`src/design/utf8s_pkg.sv`:
```
package utf8s_pkg;

    localparam int MAX_SEQ_BYTES = 4;
    localparam int MAX_RESULTS   = 7;
    localparam int CNT_W         = 3;

    localparam logic [7:0] REPL_B0 = 8'hef;
    localparam logic [7:0] REPL_B1 = 8'hbf;
    localparam logic [7:0] REPL_B2 = 8'hbd;

    typedef logic [MAX_SEQ_BYTES-1:0][7:0] t_grp_bytes;

    // sanitized form of one closed group
    typedef struct packed {
        t_grp_bytes        bytes;
        logic [CNT_W-1:0]  n;
    } t_seq;

    // all results caused by one input byte
    typedef struct packed {
        logic [MAX_RESULTS-1:0][7:0] bytes;
        logic [CNT_W-1:0]            n;
        logic                        text_end;
    } t_burst;

    function automatic logic grp_valid(input t_grp_bytes g, input logic [CNT_W-1:0] n);
        logic [31:0] v;
        logic        len_ok;
        logic        ok;
        v      = '0;
        len_ok = 1'b1;
        ok     = 1'b0;
        case (n)
            3'd1:    v = {24'd0, g[0]};
            3'd2:    v = {16'd0, g[0], g[1]};
            3'd3:    v = {8'd0, g[0], g[1], g[2]};
            3'd4:    v = {g[0], g[1], g[2], g[3]};
            default: len_ok = 1'b0;
        endcase
        if (!len_ok) begin
            ok = 1'b0;
        end else if (v <= 32'h7f) begin
            ok = 1'b1;
        end else if (v >= 32'hc280 && v <= 32'hdfbf) begin
            ok = (v & 32'he0c0) == 32'hc080;
        end else if (v >= 32'heda080 && v <= 32'hedbfbf) begin
            ok = 1'b0;
        end else if (v >= 32'he0a080 && v <= 32'hefbfbf) begin
            ok = (v & 32'hf0c0c0) == 32'he08080;
        end else if (v >= 32'hf0908080 && v <= 32'hf48fbfbf) begin
            ok = (v & 32'hf8c0c0c0) == 32'hf0808080;
        end else begin
            ok = 1'b0;
        end
        return ok;
    endfunction

    function automatic t_seq grp_emit(input t_grp_bytes g, input logic [CNT_W-1:0] n);
        t_seq s;
        if (grp_valid(g, n)) begin
            s.bytes = g;
            s.n     = n;
        end else begin
            s.bytes = {8'd0, REPL_B2, REPL_B1, REPL_B0};
            s.n     = 3'd3;
        end
        return s;
    endfunction

endpackage

```
`src/design/utf8s_group.sv`:
```
module utf8s_group
    import utf8s_pkg::*;
(
    input  logic        i_clk,
    input  logic        i_rst_n,
    input  logic        i_adv,
    input  logic [7:0]  i_byte,
    input  logic        i_end,
    output t_burst      o_burst
);

    t_grp_bytes        r_bytes, n_bytes;
    logic [CNT_W-1:0]  r_cnt, n_cnt;

    logic              cont;
    logic              close;
    logic [CNT_W-1:0]  cnt_a, cnt_b;
    t_grp_bytes        bytes_a;
    t_seq              s1, s2;
    logic [CNT_W-1:0]  ii, k;

    always_comb begin
        cont  = i_byte[7:6] == 2'b10;
        close = !cont && (r_cnt != '0);

        s1 = grp_emit(r_bytes, r_cnt);
        if (!close) begin
            s1.n = '0;
        end

        cnt_a = close ? '0 : r_cnt;
        for (int j = 0; j < MAX_SEQ_BYTES; j++) begin
            bytes_a[j] = (cnt_a == CNT_W'(j)) ? i_byte : r_bytes[j];
        end
        cnt_b = (cnt_a <= CNT_W'(MAX_SEQ_BYTES)) ? cnt_a + 3'd1 : cnt_a;

        s2 = grp_emit(bytes_a, cnt_b);
        if (!i_end) begin
            s2.n = '0;
        end

        for (int i = 0; i < MAX_RESULTS; i++) begin
            ii = CNT_W'(i);
            k  = ii - s1.n;
            if (ii < s1.n) begin
                o_burst.bytes[i] = s1.bytes[ii[1:0]];
            end else if (k < s2.n) begin
                o_burst.bytes[i] = s2.bytes[k[1:0]];
            end else begin
                o_burst.bytes[i] = 8'd0;
            end
        end
        o_burst.n        = s1.n + s2.n;
        o_burst.text_end = i_end;

        n_bytes = bytes_a;
        n_cnt   = i_end ? '0 : cnt_b;
    end

    always_ff @(posedge i_clk) begin
        if (!i_rst_n) begin
            r_cnt <= '0;
        end else if (i_adv) begin
            r_cnt <= n_cnt;
        end
    end

    always_ff @(posedge i_clk) begin
        if (i_adv) begin
            r_bytes <= n_bytes;
        end
    end

    a_cnt_sat: assert property (@(posedge i_clk) disable iff (!i_rst_n)
        r_cnt <= CNT_W'(MAX_SEQ_BYTES + 1))
        else $error("group count beyond saturation");

    a_end_clears: assert property (@(posedge i_clk) disable iff (!i_rst_n)
        i_adv && i_end |=> r_cnt == '0)
        else $error("group not cleared after end of text");

endmodule

```
`src/design/utf8s_out_buf.sv`:
```
module utf8s_out_buf
    import utf8s_pkg::*;
(
    input  logic        i_clk,
    input  logic        i_rst_n,
    input  logic        i_load,
    input  t_burst      i_burst,
    output logic        o_free,
    output logic        o_valid,
    input  logic        o_ready,
    output logic [7:0]  o_out_byte,
    output logic        o_run_last,
    output logic        o_text_last
);

    logic [MAX_RESULTS-1:0][7:0] r_bytes;
    logic [CNT_W-1:0]            r_cnt;
    logic                        r_end;
    logic                        take;

    assign o_valid     = r_cnt != '0;
    assign take        = o_valid && o_ready;
    assign o_free      = (r_cnt == '0) || (r_cnt == 3'd1 && o_ready);
    assign o_out_byte  = r_bytes[0];
    assign o_run_last  = r_cnt == 3'd1;
    assign o_text_last = (r_cnt == 3'd1) && r_end;

    always_ff @(posedge i_clk) begin
        if (!i_rst_n) begin
            r_cnt <= '0;
        end else if (i_load) begin
            r_cnt <= i_burst.n;
        end else if (take) begin
            r_cnt <= r_cnt - 3'd1;
        end
    end

    always_ff @(posedge i_clk) begin
        if (i_load) begin
            r_bytes <= i_burst.bytes;
            r_end   <= i_burst.text_end;
        end else if (take) begin
            r_bytes <= r_bytes >> 8;
        end
    end

    a_cnt_max: assert property (@(posedge i_clk) disable iff (!i_rst_n)
        r_cnt <= CNT_W'(MAX_RESULTS))
        else $error("result count beyond seven");

    a_no_overwrite: assert property (@(posedge i_clk) disable iff (!i_rst_n)
        i_load |-> r_cnt == '0 || (r_cnt == 3'd1 && take))
        else $error("burst loaded over pending results");

endmodule

```
`src/design/utf8_lossy_sanitizer.sv`:
```
// UTF-8 lossy sanitizer. Bytes of a text come in one transaction at a time on
// the input channel, the last one flagged by i_end_of_text. Every byte that is
// not a continuation byte (10xxxxxx) opens a new group; a group closes on the
// next lead byte or at end of text and is then checked for well-formed UTF-8
// (no overlong forms, no surrogates, nothing above U+10FFFF). A good group
// comes out unchanged, a bad one (or one longer than four bytes) comes out as
// EF BF BD. o_run_last flags the last output byte caused by one input byte,
// o_text_last the final output byte of the text. Each input transaction passes
// through the input register and then the result buffer. One input byte is
// taken per cycle as long as each causes at most one output byte and o_ready
// stays high; a byte that causes more output bytes (up to seven) holds the
// input side while the single output port drains them one byte per handshake.
module utf8_lossy_sanitizer
    import utf8s_pkg::*;
(
    input  logic        i_clk,
    input  logic        i_rst_n,
    input  logic        i_valid,
    output logic        i_ready,
    input  logic [7:0]  i_in_byte,
    input  logic        i_end_of_text,
    output logic        o_valid,
    input  logic        o_ready,
    output logic [7:0]  o_out_byte,
    output logic        o_run_last,
    output logic        o_text_last
);

    // input register
    logic        r_in_vld;
    logic [7:0]  r_in_byte;
    logic        r_in_end;

    logic        buf_free;
    logic        adv;
    t_burst      burst;

    // the staged byte moves on once the result buffer is empty or its last byte is being taken
    assign adv     = r_in_vld && buf_free;
    assign i_ready = !r_in_vld || adv;

    always_ff @(posedge i_clk) begin
        if (!i_rst_n) begin
            r_in_vld <= 1'b0;
        end else if (i_ready) begin
            r_in_vld <= i_valid;
        end
    end

    always_ff @(posedge i_clk) begin
        if (i_ready && i_valid) begin
            r_in_byte <= i_in_byte;
            r_in_end  <= i_end_of_text;
        end
    end

    // group tracking and validity check, builds all output bytes for the item
    utf8s_group u_group (
        .i_clk   (i_clk),
        .i_rst_n (i_rst_n),
        .i_adv   (adv),
        .i_byte  (r_in_byte),
        .i_end   (r_in_end),
        .o_burst (burst)
    );

    // result buffer, drained one byte per output transaction
    utf8s_out_buf u_out_buf (
        .i_clk       (i_clk),
        .i_rst_n     (i_rst_n),
        .i_load      (adv),
        .i_burst     (burst),
        .o_free      (buf_free),
        .o_valid     (o_valid),
        .o_ready     (o_ready),
        .o_out_byte  (o_out_byte),
        .o_run_last  (o_run_last),
        .o_text_last (o_text_last)
    );

    a_stage_hold: assert property (@(posedge i_clk) disable iff (!i_rst_n)
        r_in_vld && !adv |=> r_in_vld && $stable(r_in_byte) && $stable(r_in_end))
        else $error("staged byte lost while stalled");

    a_text_last_run: assert property (@(posedge i_clk) disable iff (!i_rst_n)
        o_valid && o_text_last |-> o_run_last)
        else $error("text end without run end");

endmodule

```
`config.mk`:
```
export PLATFORM = sky130hd
export DESIGN_NAME = utf8_lossy_sanitizer
export DESIGN_NICKNAME = d
export VERILOG_FILES = /design/src/design/utf8s_pkg.sv /design/src/design/utf8s_group.sv /design/src/design/utf8s_out_buf.sv /design/src/design/utf8_lossy_sanitizer.sv
export SDC_FILE = /design/constraint.sdc
export NUM_CORES = 1
export LEC_CHECK = 0
export ABC_AREA = 1
export BUFFER_PORTS_ARGS = -buffer_cell sky130_fd_sc_hd__buf_2
export CAP_MARGIN = 25
export CORE_AREA = 2 2 133 135
export CTS_BUF_LIST = sky130_fd_sc_hd__clkbuf_8
export CTS_CLUSTER_DIAMETER = 100
export CTS_CLUSTER_SIZE = 10
export DETAILED_ROUTE_END_ITERATION = 12
export DIE_AREA = 0 0 135 137
export PLACE_DENSITY_LB_ADDON = 0.15
export SLEW_MARGIN = 20
export SYNTH_ARGS = -nofsm -noshare
export SYNTH_HDL_FRONTEND = slang
export SYNTH_SLANG_ARGS = --single-unit
```
`constraint.sdc`:
```
create_clock -name i_clk -period 5.3 [get_ports i_clk]
set_clock_uncertainty 0.1 [all_clocks]
set_input_delay 0.265 -clock i_clk [delete_from_list [all_inputs] [get_ports i_clk]]
set_output_delay 0.265 -clock i_clk [all_outputs]
set_load 0.01 [all_outputs]
```
==> out/metrics.cfg, run 1 <==
[routing]
routedWlPerCell_um = 20.14
first_pass_iters = 6
detail-route-antenna-nets = 0
vias = 10140
viasPerCell = 6.077
drt_iter0_markers = 1494
routed_wl_mm = 33.62
drc_errors = 0

[worst_setup_path]
crit_fanout = 8
crit-reg2reg-launch = r_in_byte[6]
arrival_ps = 5200
max_stage_delay_ps = 420
critPathKind = reg -> reg
timing.rr.end = u_out_buf.r_bytes[36]
cp-startpoint = r_in_byte[6]
r2r_cells = 36
cp-endpoint = u_out_buf.r_bytes[36]
worstPathRequired_ps = 5460
startpoint_type = register
critPathSlowestCell = edfxtp_1
end_kind = register
r2r_slack_ps = 260

[yosys]
synth_ff_type = edfxtp_1
yosysUniqueCellTypes = 55
synth_top_area_share_pct = 31.86
ys_ff_latch = 105
synth_largest_area_cell = edfxtp_1
syn-mean-instance-area_um2 = 6.945
synth_warnings = 0
synth_edf_count = 98
yosys-top-cells-area = edfxtp_1 (32%), nand2_1 (12%), nand3_1 (11%)
syn-cell-area_um2 = 9236
syn_inst = 1330
synth_nets = 1373
async_flop_share_pct = 0
seq_area_frac_synth_pct = 33.38

[finish]
syn_to_final_growth_pct = 17.56
fillCellCount = 1554
final_cells = 1669
drive_above_1_share_pct = 20.15
antennaDiodeCount = 0
fin_nets = 1482

[status]
outcome = completed

[hold_path]
hold_start = i_rst_n
hold_class = in -> reg

[clock_network]
cts_sinks = 105
clock_path_buffers = 2
cts.htree.levels = 3
cts_buffers = 9
cts-root-buf = clkbuf_8
worstSkewPairLatency_ps = 400
tritoncts = done
clk_pin_slew_ps = 120

[sta]
max-slew-margin-rel_pct = 47.65
max_clock_freq_mhz = 198.4
final-hold-violation-count = 0
setup_viol_count_final = 0
fin_setup_tns_ps = 0
period_needed_ps = 5041
hold_slack_ps = 17.19
tightest_slew_ps = 785.3
slew_violations = 0
min_period_over_period_pct = 95.10

[placed_design]
dp_hpwl_mm = 24.92
gp_congestion = 1.015
portBuffers = 24
dp.cells = 1631

[grt]
track_usage_pct = 36.21
grt_overflow = 0
grt_pass1_vias = 9028
grt_pass1_wl_mm = 50.92
antenna_found_initial = 0
grt_max_degree = 62

[power]
power_frac_comb_pct = 59.6
switching_share_pct = 49.21
power_mw = 5.157
p_sw_mw = 2.538
p_leak_nw = 4.804
pwr-share-clk_pct = 10.0
seq_power_share_pct = 30.4
power.internal_mw = 2.619
ir_drop_uv = 446.0
cellPowerDensity_nw_per_um2 = 475.0

[floorplanning]
rows = 48
start_util_pct = 54.15
dieHeight_um = 137
dieArea_um2 = 18500
io_pins = 25
fp.coreArea_um2 = 17060
die_w_um = 135

[flow_run]
cap_violations = 0

-- sequential cells by signal, indices dropped and copies added (netlist names) --
| name | count |
|---|---|
| u_out_buf.r_bytes | 48 |
| r_in_end | 1 |
| u_out_buf.o_out_byte | 8 |
| u_group.r_cnt | 3 |
| u_out_buf.r_cnt | 3 |
| u_out_buf.r_end | 1 |
| u_group.r_bytes | 32 |
| r_in_vld | 1 |
| r_in_byte | 8 |
-- worst min-delay path by stage --
stage / endpoint / slack, ps / depth (start not counted)
finish: u_out_buf.r_cnt[1] / 20 / 3
global route: u_out_buf.r_cnt[0] / 8 / 2
CTS: u_out_buf.r_cnt[1] / 8 / 3
detailed placement: r_in_byte[4] / 340 / 1
global placement: r_in_byte[3] / 340 / 1
floorplan: r_in_byte[0] / 260 / 0
-- what timing repair did --
| action | 4_1_cts | 5_1_grt |
|---|---|---|
| hold buffers | 9 | 0 |
| setup buffers | 0 | 13 |
| endpoints found under the hold margin | 9 | 0 |
| pin swaps | 0 | 19 |
| gates resized for setup | 2 | 58 |
| gates cloned | 0 | 0 |
| endpoints found under the setup margin | 6 | 58 |
-- metrics by stage --
stage	cell area (um^2)	setup slack, ps	utilization (%)
2_1_floorplan	9253	10.51	-
3_3_place_gp	10220	91.41	59.93
3_5_place_dp	10240	-60.80	60.05
4_1_cts	10530	-41.55	61.76
5_1_grt	10860	-57.75	63.66
6_report	10860	259.5	63.66
-- cells in the final DEF, fill, tap and decap left out, types with 8 or more instances in the layout --
master | synthesis | layout
ha_1 | 29 | 27
o22ai_1 | 16 | 16
nand2_1 | 283 | 279
inv_2 | 16 | 17
o21ai_2 | 7 | 8
nand3_2 | 1 | 9
nor2_2 | 5 | 12
nand2_4 | 2 | 8
nor3_1 | 10 | 9
nor2_1 | 130 | 121
clkbuf_8 | 0 | 9
o21ai_1 | 14 | 16
buf_2 | 19 | 24
nand2_2 | 12 | 10
nand3_1 | 198 | 190
o21ai_0 | 61 | 55
nand4_2 | 9 | 8
inv_1 | 147 | 144
buf_4 | 15 | 128
edfxtp_1 | 98 | 98
dlygate4sd3_1 | 0 | 9
a21oi_2 | 1 | 9
nand4_1 | 58 | 58
a21oi_1 | 94 | 86
-- kinds of logic (layout without fill, tap and decap cells) --
kind of cell	Yosys count	after routing	share of synthesized area, %
flip-flops	105	105	33.38
XOR/XNOR	3	3	0.2845
adder cells (fa/ha/maj)	30	30	4.145
buffers and inverters	237	351	11.16
AND/OR/NAND/NOR	733	733	37.28
AO/OA/AOI/OAI	222	222	13.75
-- critical path: cells and delay by family, from the launching register on --
kind                       cells  cell delay (ps)
AOI/OAI and AO/OA              2              360
adders and majority gates      2              470
buffers and inverters          9              980
DFF                            1              420
and+or+nand+nor               23             2550
-- metal layers --
layer	track usage, %	vias up	routed length, um
met5	0	-	0
met4	16.72	0	1689
met3	6.037	127	3137
met2	58.01	623	15220
met1	48.06	4651	13570
li1	-	4741	-
-- power groups by stage --
stage,Combinational [mW],Sequential [mW],Clock (mW)
floorplan,1.87,1.53,0
global placement,2.77,1.57,0
CTS,2.83,1.56,0.523
detailed placement,2.80,1.57,0
finish,3.07,1.57,0.518
global route,3.32,1.59,0.552
-- final cells by class --
class	instances	area [um^2]	area share, %
clock inverter	7	66.31	0.6107
timing repair buffer	169	1326	12.21
inverter	166	626.9	5.773
clock buffer	9	123.9	1.141
multi-input combinational	988	5350	49.27
tap	225	281.5	2.593
sequential	105	3083	28.39
-- synthesized netlist by cell type, types with 6 or more instances --
master    instances
o21ai_0          61
inv_1           147
ha_1             29
nand4_1          58
nor2_1          130
nand4_2           9
buf_4            15
dfxtp_1           7
nand3_1         198
clkbuf_1         23
o211ai_1          7
o21ai_1          14
nand2_2          12
buf_6             6
inv_2            16
o22ai_1          16
nor3_1           10
nand2_1         283
a21oi_1          94
buf_2            19
buf_1             7
edfxtp_1         98
o21ai_2           7
(Power assumes the default switching activity.)
==> run 2, diff against run 1 <==
--- a/config.mk
+++ b/config.mk
@@ -8,14 +8,15 @@
 export ABC_AREA = 1
 export BUFFER_PORTS_ARGS = -buffer_cell sky130_fd_sc_hd__buf_2
 export CAP_MARGIN = 25
-export CORE_AREA = 2 2 133 135
+export CORE_AREA = 2 2 137 139
 export CTS_BUF_LIST = sky130_fd_sc_hd__clkbuf_8
 export CTS_CLUSTER_DIAMETER = 100
 export CTS_CLUSTER_SIZE = 10
 export DETAILED_ROUTE_END_ITERATION = 12
-export DIE_AREA = 0 0 135 137
+export DIE_AREA = 0 0 139 141
 export PLACE_DENSITY_LB_ADDON = 0.15
 export SLEW_MARGIN = 20
 export SYNTH_ARGS = -nofsm -noshare
 export SYNTH_HDL_FRONTEND = slang
+export SYNTH_HIERARCHICAL = 1
 export SYNTH_SLANG_ARGS = --single-unit
==> run 2 against run 1 <==
Against the previous run: register-to-register slack gained 50 ps; non-clock buffer count shrank 83; sequential share of layout area grew 0.81 points; count of clock-buffer cells in the layout is the same; first-iteration DRC count shrank 23%; flip-flop and latch count is the same; maximum frequency grew 1.1%; critical endpoint is now u_out_buf/r_bytes[12]; largest cell class unchanged.
==> out/metrics.cfg, run 2 <==
[finish]
mostFrequentLayoutCells = nand2_1 (520), nand3_1 (184), inv_1 (135)
largest-register = u_out_buf/r_bytes
post-route-util_pct = 57.79
syn_to_final_growth_pct = 7.231
fillCellCount = 1801
final_common_cell = nand2_1
reg.largest.list = u_out_buf/r_bytes x48, u_group/r_bytes x32
antennaDiodeCount = 0
multi_input_area_um2 = 5700
largest_reg_flops = 48
drive_above_1_share_pct = 13.65
register_area_um2 = 3083
fin_nets = 1547

[yosys]
synth_largest_area_cell = edfxtp_1
synthXorXnorAreaFrac_pct = 0.2669
synthMuxAreaShare_pct = 0
seq_area_frac_synth_pct = 31.31
synth_simple_gate_area_share_pct = 45.05
synth_top_area_share_pct = 29.89
syn_inst = 1481
syn-cell-area_um2 = 9846
yosys-top-cells-area = edfxtp_1 (30%), nand2_1 (20%), nand3_1 (9.4%)
synth_top_family_by_area = simple AND/OR/NAND/NOR gates
syn-mean-instance-area_um2 = 6.648
yosys.area_share.adder_pct = 3.889
synth_most_common_cell = nand2_1
async_flop_share_pct = 0
synth_warnings = 6
synth_nets = 1524
yosysUniqueCellTypes = 49
synth_common_cells = nand2_1 (521), nand3_1 (185), inv_1 (139)
synth_edf_count = 98
synth_compound_area_share_pct = 7.727
ys_ff_latch = 105
synth_ff_type = edfxtp_1

[worst_setup_path]
critPathSlowestCell = edfxtp_1
max_stage_delay_ps = 420
crit_top_cell = nand2_1
end_kind = register
crit_fanout = 11
arrival_ps = 5160
critPathKind = reg -> reg
startpoint_type = register
worstPathRequired_ps = 5480

[floorplanning]
io_pins = 25
dieHeight_um = 141
rows = 50
dieArea_um2 = 19600
start_util_pct = 53.90
fp.coreArea_um2 = 18270
die_w_um = 139

[power]
p_leak_nw = 5.184
cellPowerDensity_nw_per_um2 = 406.1
ir_drop_uv = 488.9

[grt]
gr-usage-met2_pct = 51.08
grtUsageMet1_pct = 47.40
use_met3_pct = 4.586
top_usage_layer = met2
antenna_found_initial = 0
track_usage_pct = 33.44
grt_pass1_vias = 9225
grt_pass1_wl_mm = 51.40
grt_overflow = 0
grt_max_degree = 60

[clock_network]
worstSkewPairLatency_ps = 410
cts_sinks = 105
tritoncts = done
cts-root-buf = clkbuf_8
cts_buffers = 9
clk_pin_slew_ps = 120
cts.htree.levels = 3
clock_path_buffers = 2

[sta]
min_period_over_period_pct = 94.08
final-hold-violation-count = 0
tightest_slew_ps = 1033
setup_viol_count_final = 0
max-slew-margin-rel_pct = 30.60
period_needed_ps = 4986
max_clock_freq_mhz = 200.6
hold_slack_ps = 19.38
slew_violations = 0

[routing]
drt_iter0_markers = 1153
vias = 10190
drc_errors = 0
routed_wl_mm = 33.04
first_pass_iters = 8
viasPerCell = 5.846
routedWlPerCell_um = 18.95
detail-route-antenna-nets = 0

[placed_design]
dp_hpwl_mm = 25.58
gp_congestion = 1.016
portBuffers = 24

[hold_path]
hold_class = in -> reg

[status]
outcome = completed

[flow_run]
cap_violations = 0

==> run 2: cell types whose count changed in the layout (fill, tap and decap cells not counted), moves of 5 or more <==
cell	before	now
a21oi_1	86	29
a21oi_2	9	4
a31oi_1	5	0
buf_12	7	0
buf_4	128	49
inv_1	144	135
inv_2	17	23
nand2_1	279	520
nand3_1	190	184
nor2_1	121	133
o211ai_1	7	2
o21ai_1	16	10
o22ai_1	16	3
==> run 2: cells by family after synthesis <==
group | count (synthesis)
fa+ha+maj | 30
xor+xnor | 3
simple gates | 977
buf+inv | 239
flops | 105
compound gates | 127
==> run 2: what timing repair did <==
| item | CTS | global route |
|---|---|---|
| gates resized for setup | 1 | 30 |
| pin swaps | 1 | 6 |
| endpoints found under the setup margin | 16 | 58 |
| hold buffers | 9 | 0 |
| endpoints found under the hold margin | 9 | 0 |
| setup buffers | 2 | 4 |
==> run 2: layout make-up <==
type | instances | share of cell area, %
flip-flops and latches | 105 | 29.20
repair buffers | 86 | 5.937
inverters | 165 | 5.973
clock buffers | 9 | 1.173
multi-input cells | 1137 | 53.99
clock inverters | 7 | 0.9481
well taps | 234 | 2.773
==> run 2: worst max-delay path, delay by kind of cell (launching register included) <==
| kind | cells | cell delay [ps] |
|---|---|---|
| DFF | 1 | 420 |
| buffers and inverters | 8 | 970 |
| and+or+nand+nor | 18 | 2240 |
| AOI/OAI and AO/OA | 5 | 660 |
| adders and majority gates | 2 | 440 |
==> run 2: power by group <==
group	total [mW]	switching, mW	internal, mW	leakage (nW)
registers	1.48	0.174	1.31	0.993
clock network	0.565	0.332	0.233	0.111
logic	2.24	1.58	0.660	4.08
total	4.29	2.09	2.20	5.18
==> run 2: final timing paths <==
check	to	startpoint	cells after the start	slack, ps
hold / removal	r_in_vld	i_rst_n	3	20
hold reg to reg	u_out_buf/r_cnt[1]	u_out_buf/r_cnt[1]	2	390
setup / recovery	u_out_buf/r_bytes[12]	r_in_byte[6]	33	310
setup reg to reg	u_out_buf/r_bytes[12]	r_in_byte[6]	33	310
==> run 2: metal layers <==
| metal | vias up | share of wire (%) |
|---|---|---|
| li1 | 4913 | - |
| met1 | 4664 | 44 |
| met2 | 507 | 43 |
| met3 | 105 | 8.5 |
| met4 | 0 | 4.9 |
| met5 | - | 0 |
==> run 2: through the flow <==
| stage | total power [mW] | area (um^2) | worst slack [ps] | setup TNS [ps] | std cells |
|---|---|---|---|---|---|
| 2_1_floorplan | 3.022 | 9847 | -23.36 | -307.2 | 1481 |
| 3_3_place_gp | 3.593 | 10080 | 124.3 | 0 | 1712 |
| 3_5_place_dp | 3.621 | 10080 | -111.4 | -688.3 | 1712 |
| 4_1_cts | 4.205 | 10420 | 53.75 | 0 | 1739 |
| 5_1_grt | 4.559 | 10560 | -32.59 | -89.71 | 1743 |
| 6_report | 4.288 | 10560 | 314.0 | 0 | 1743 |
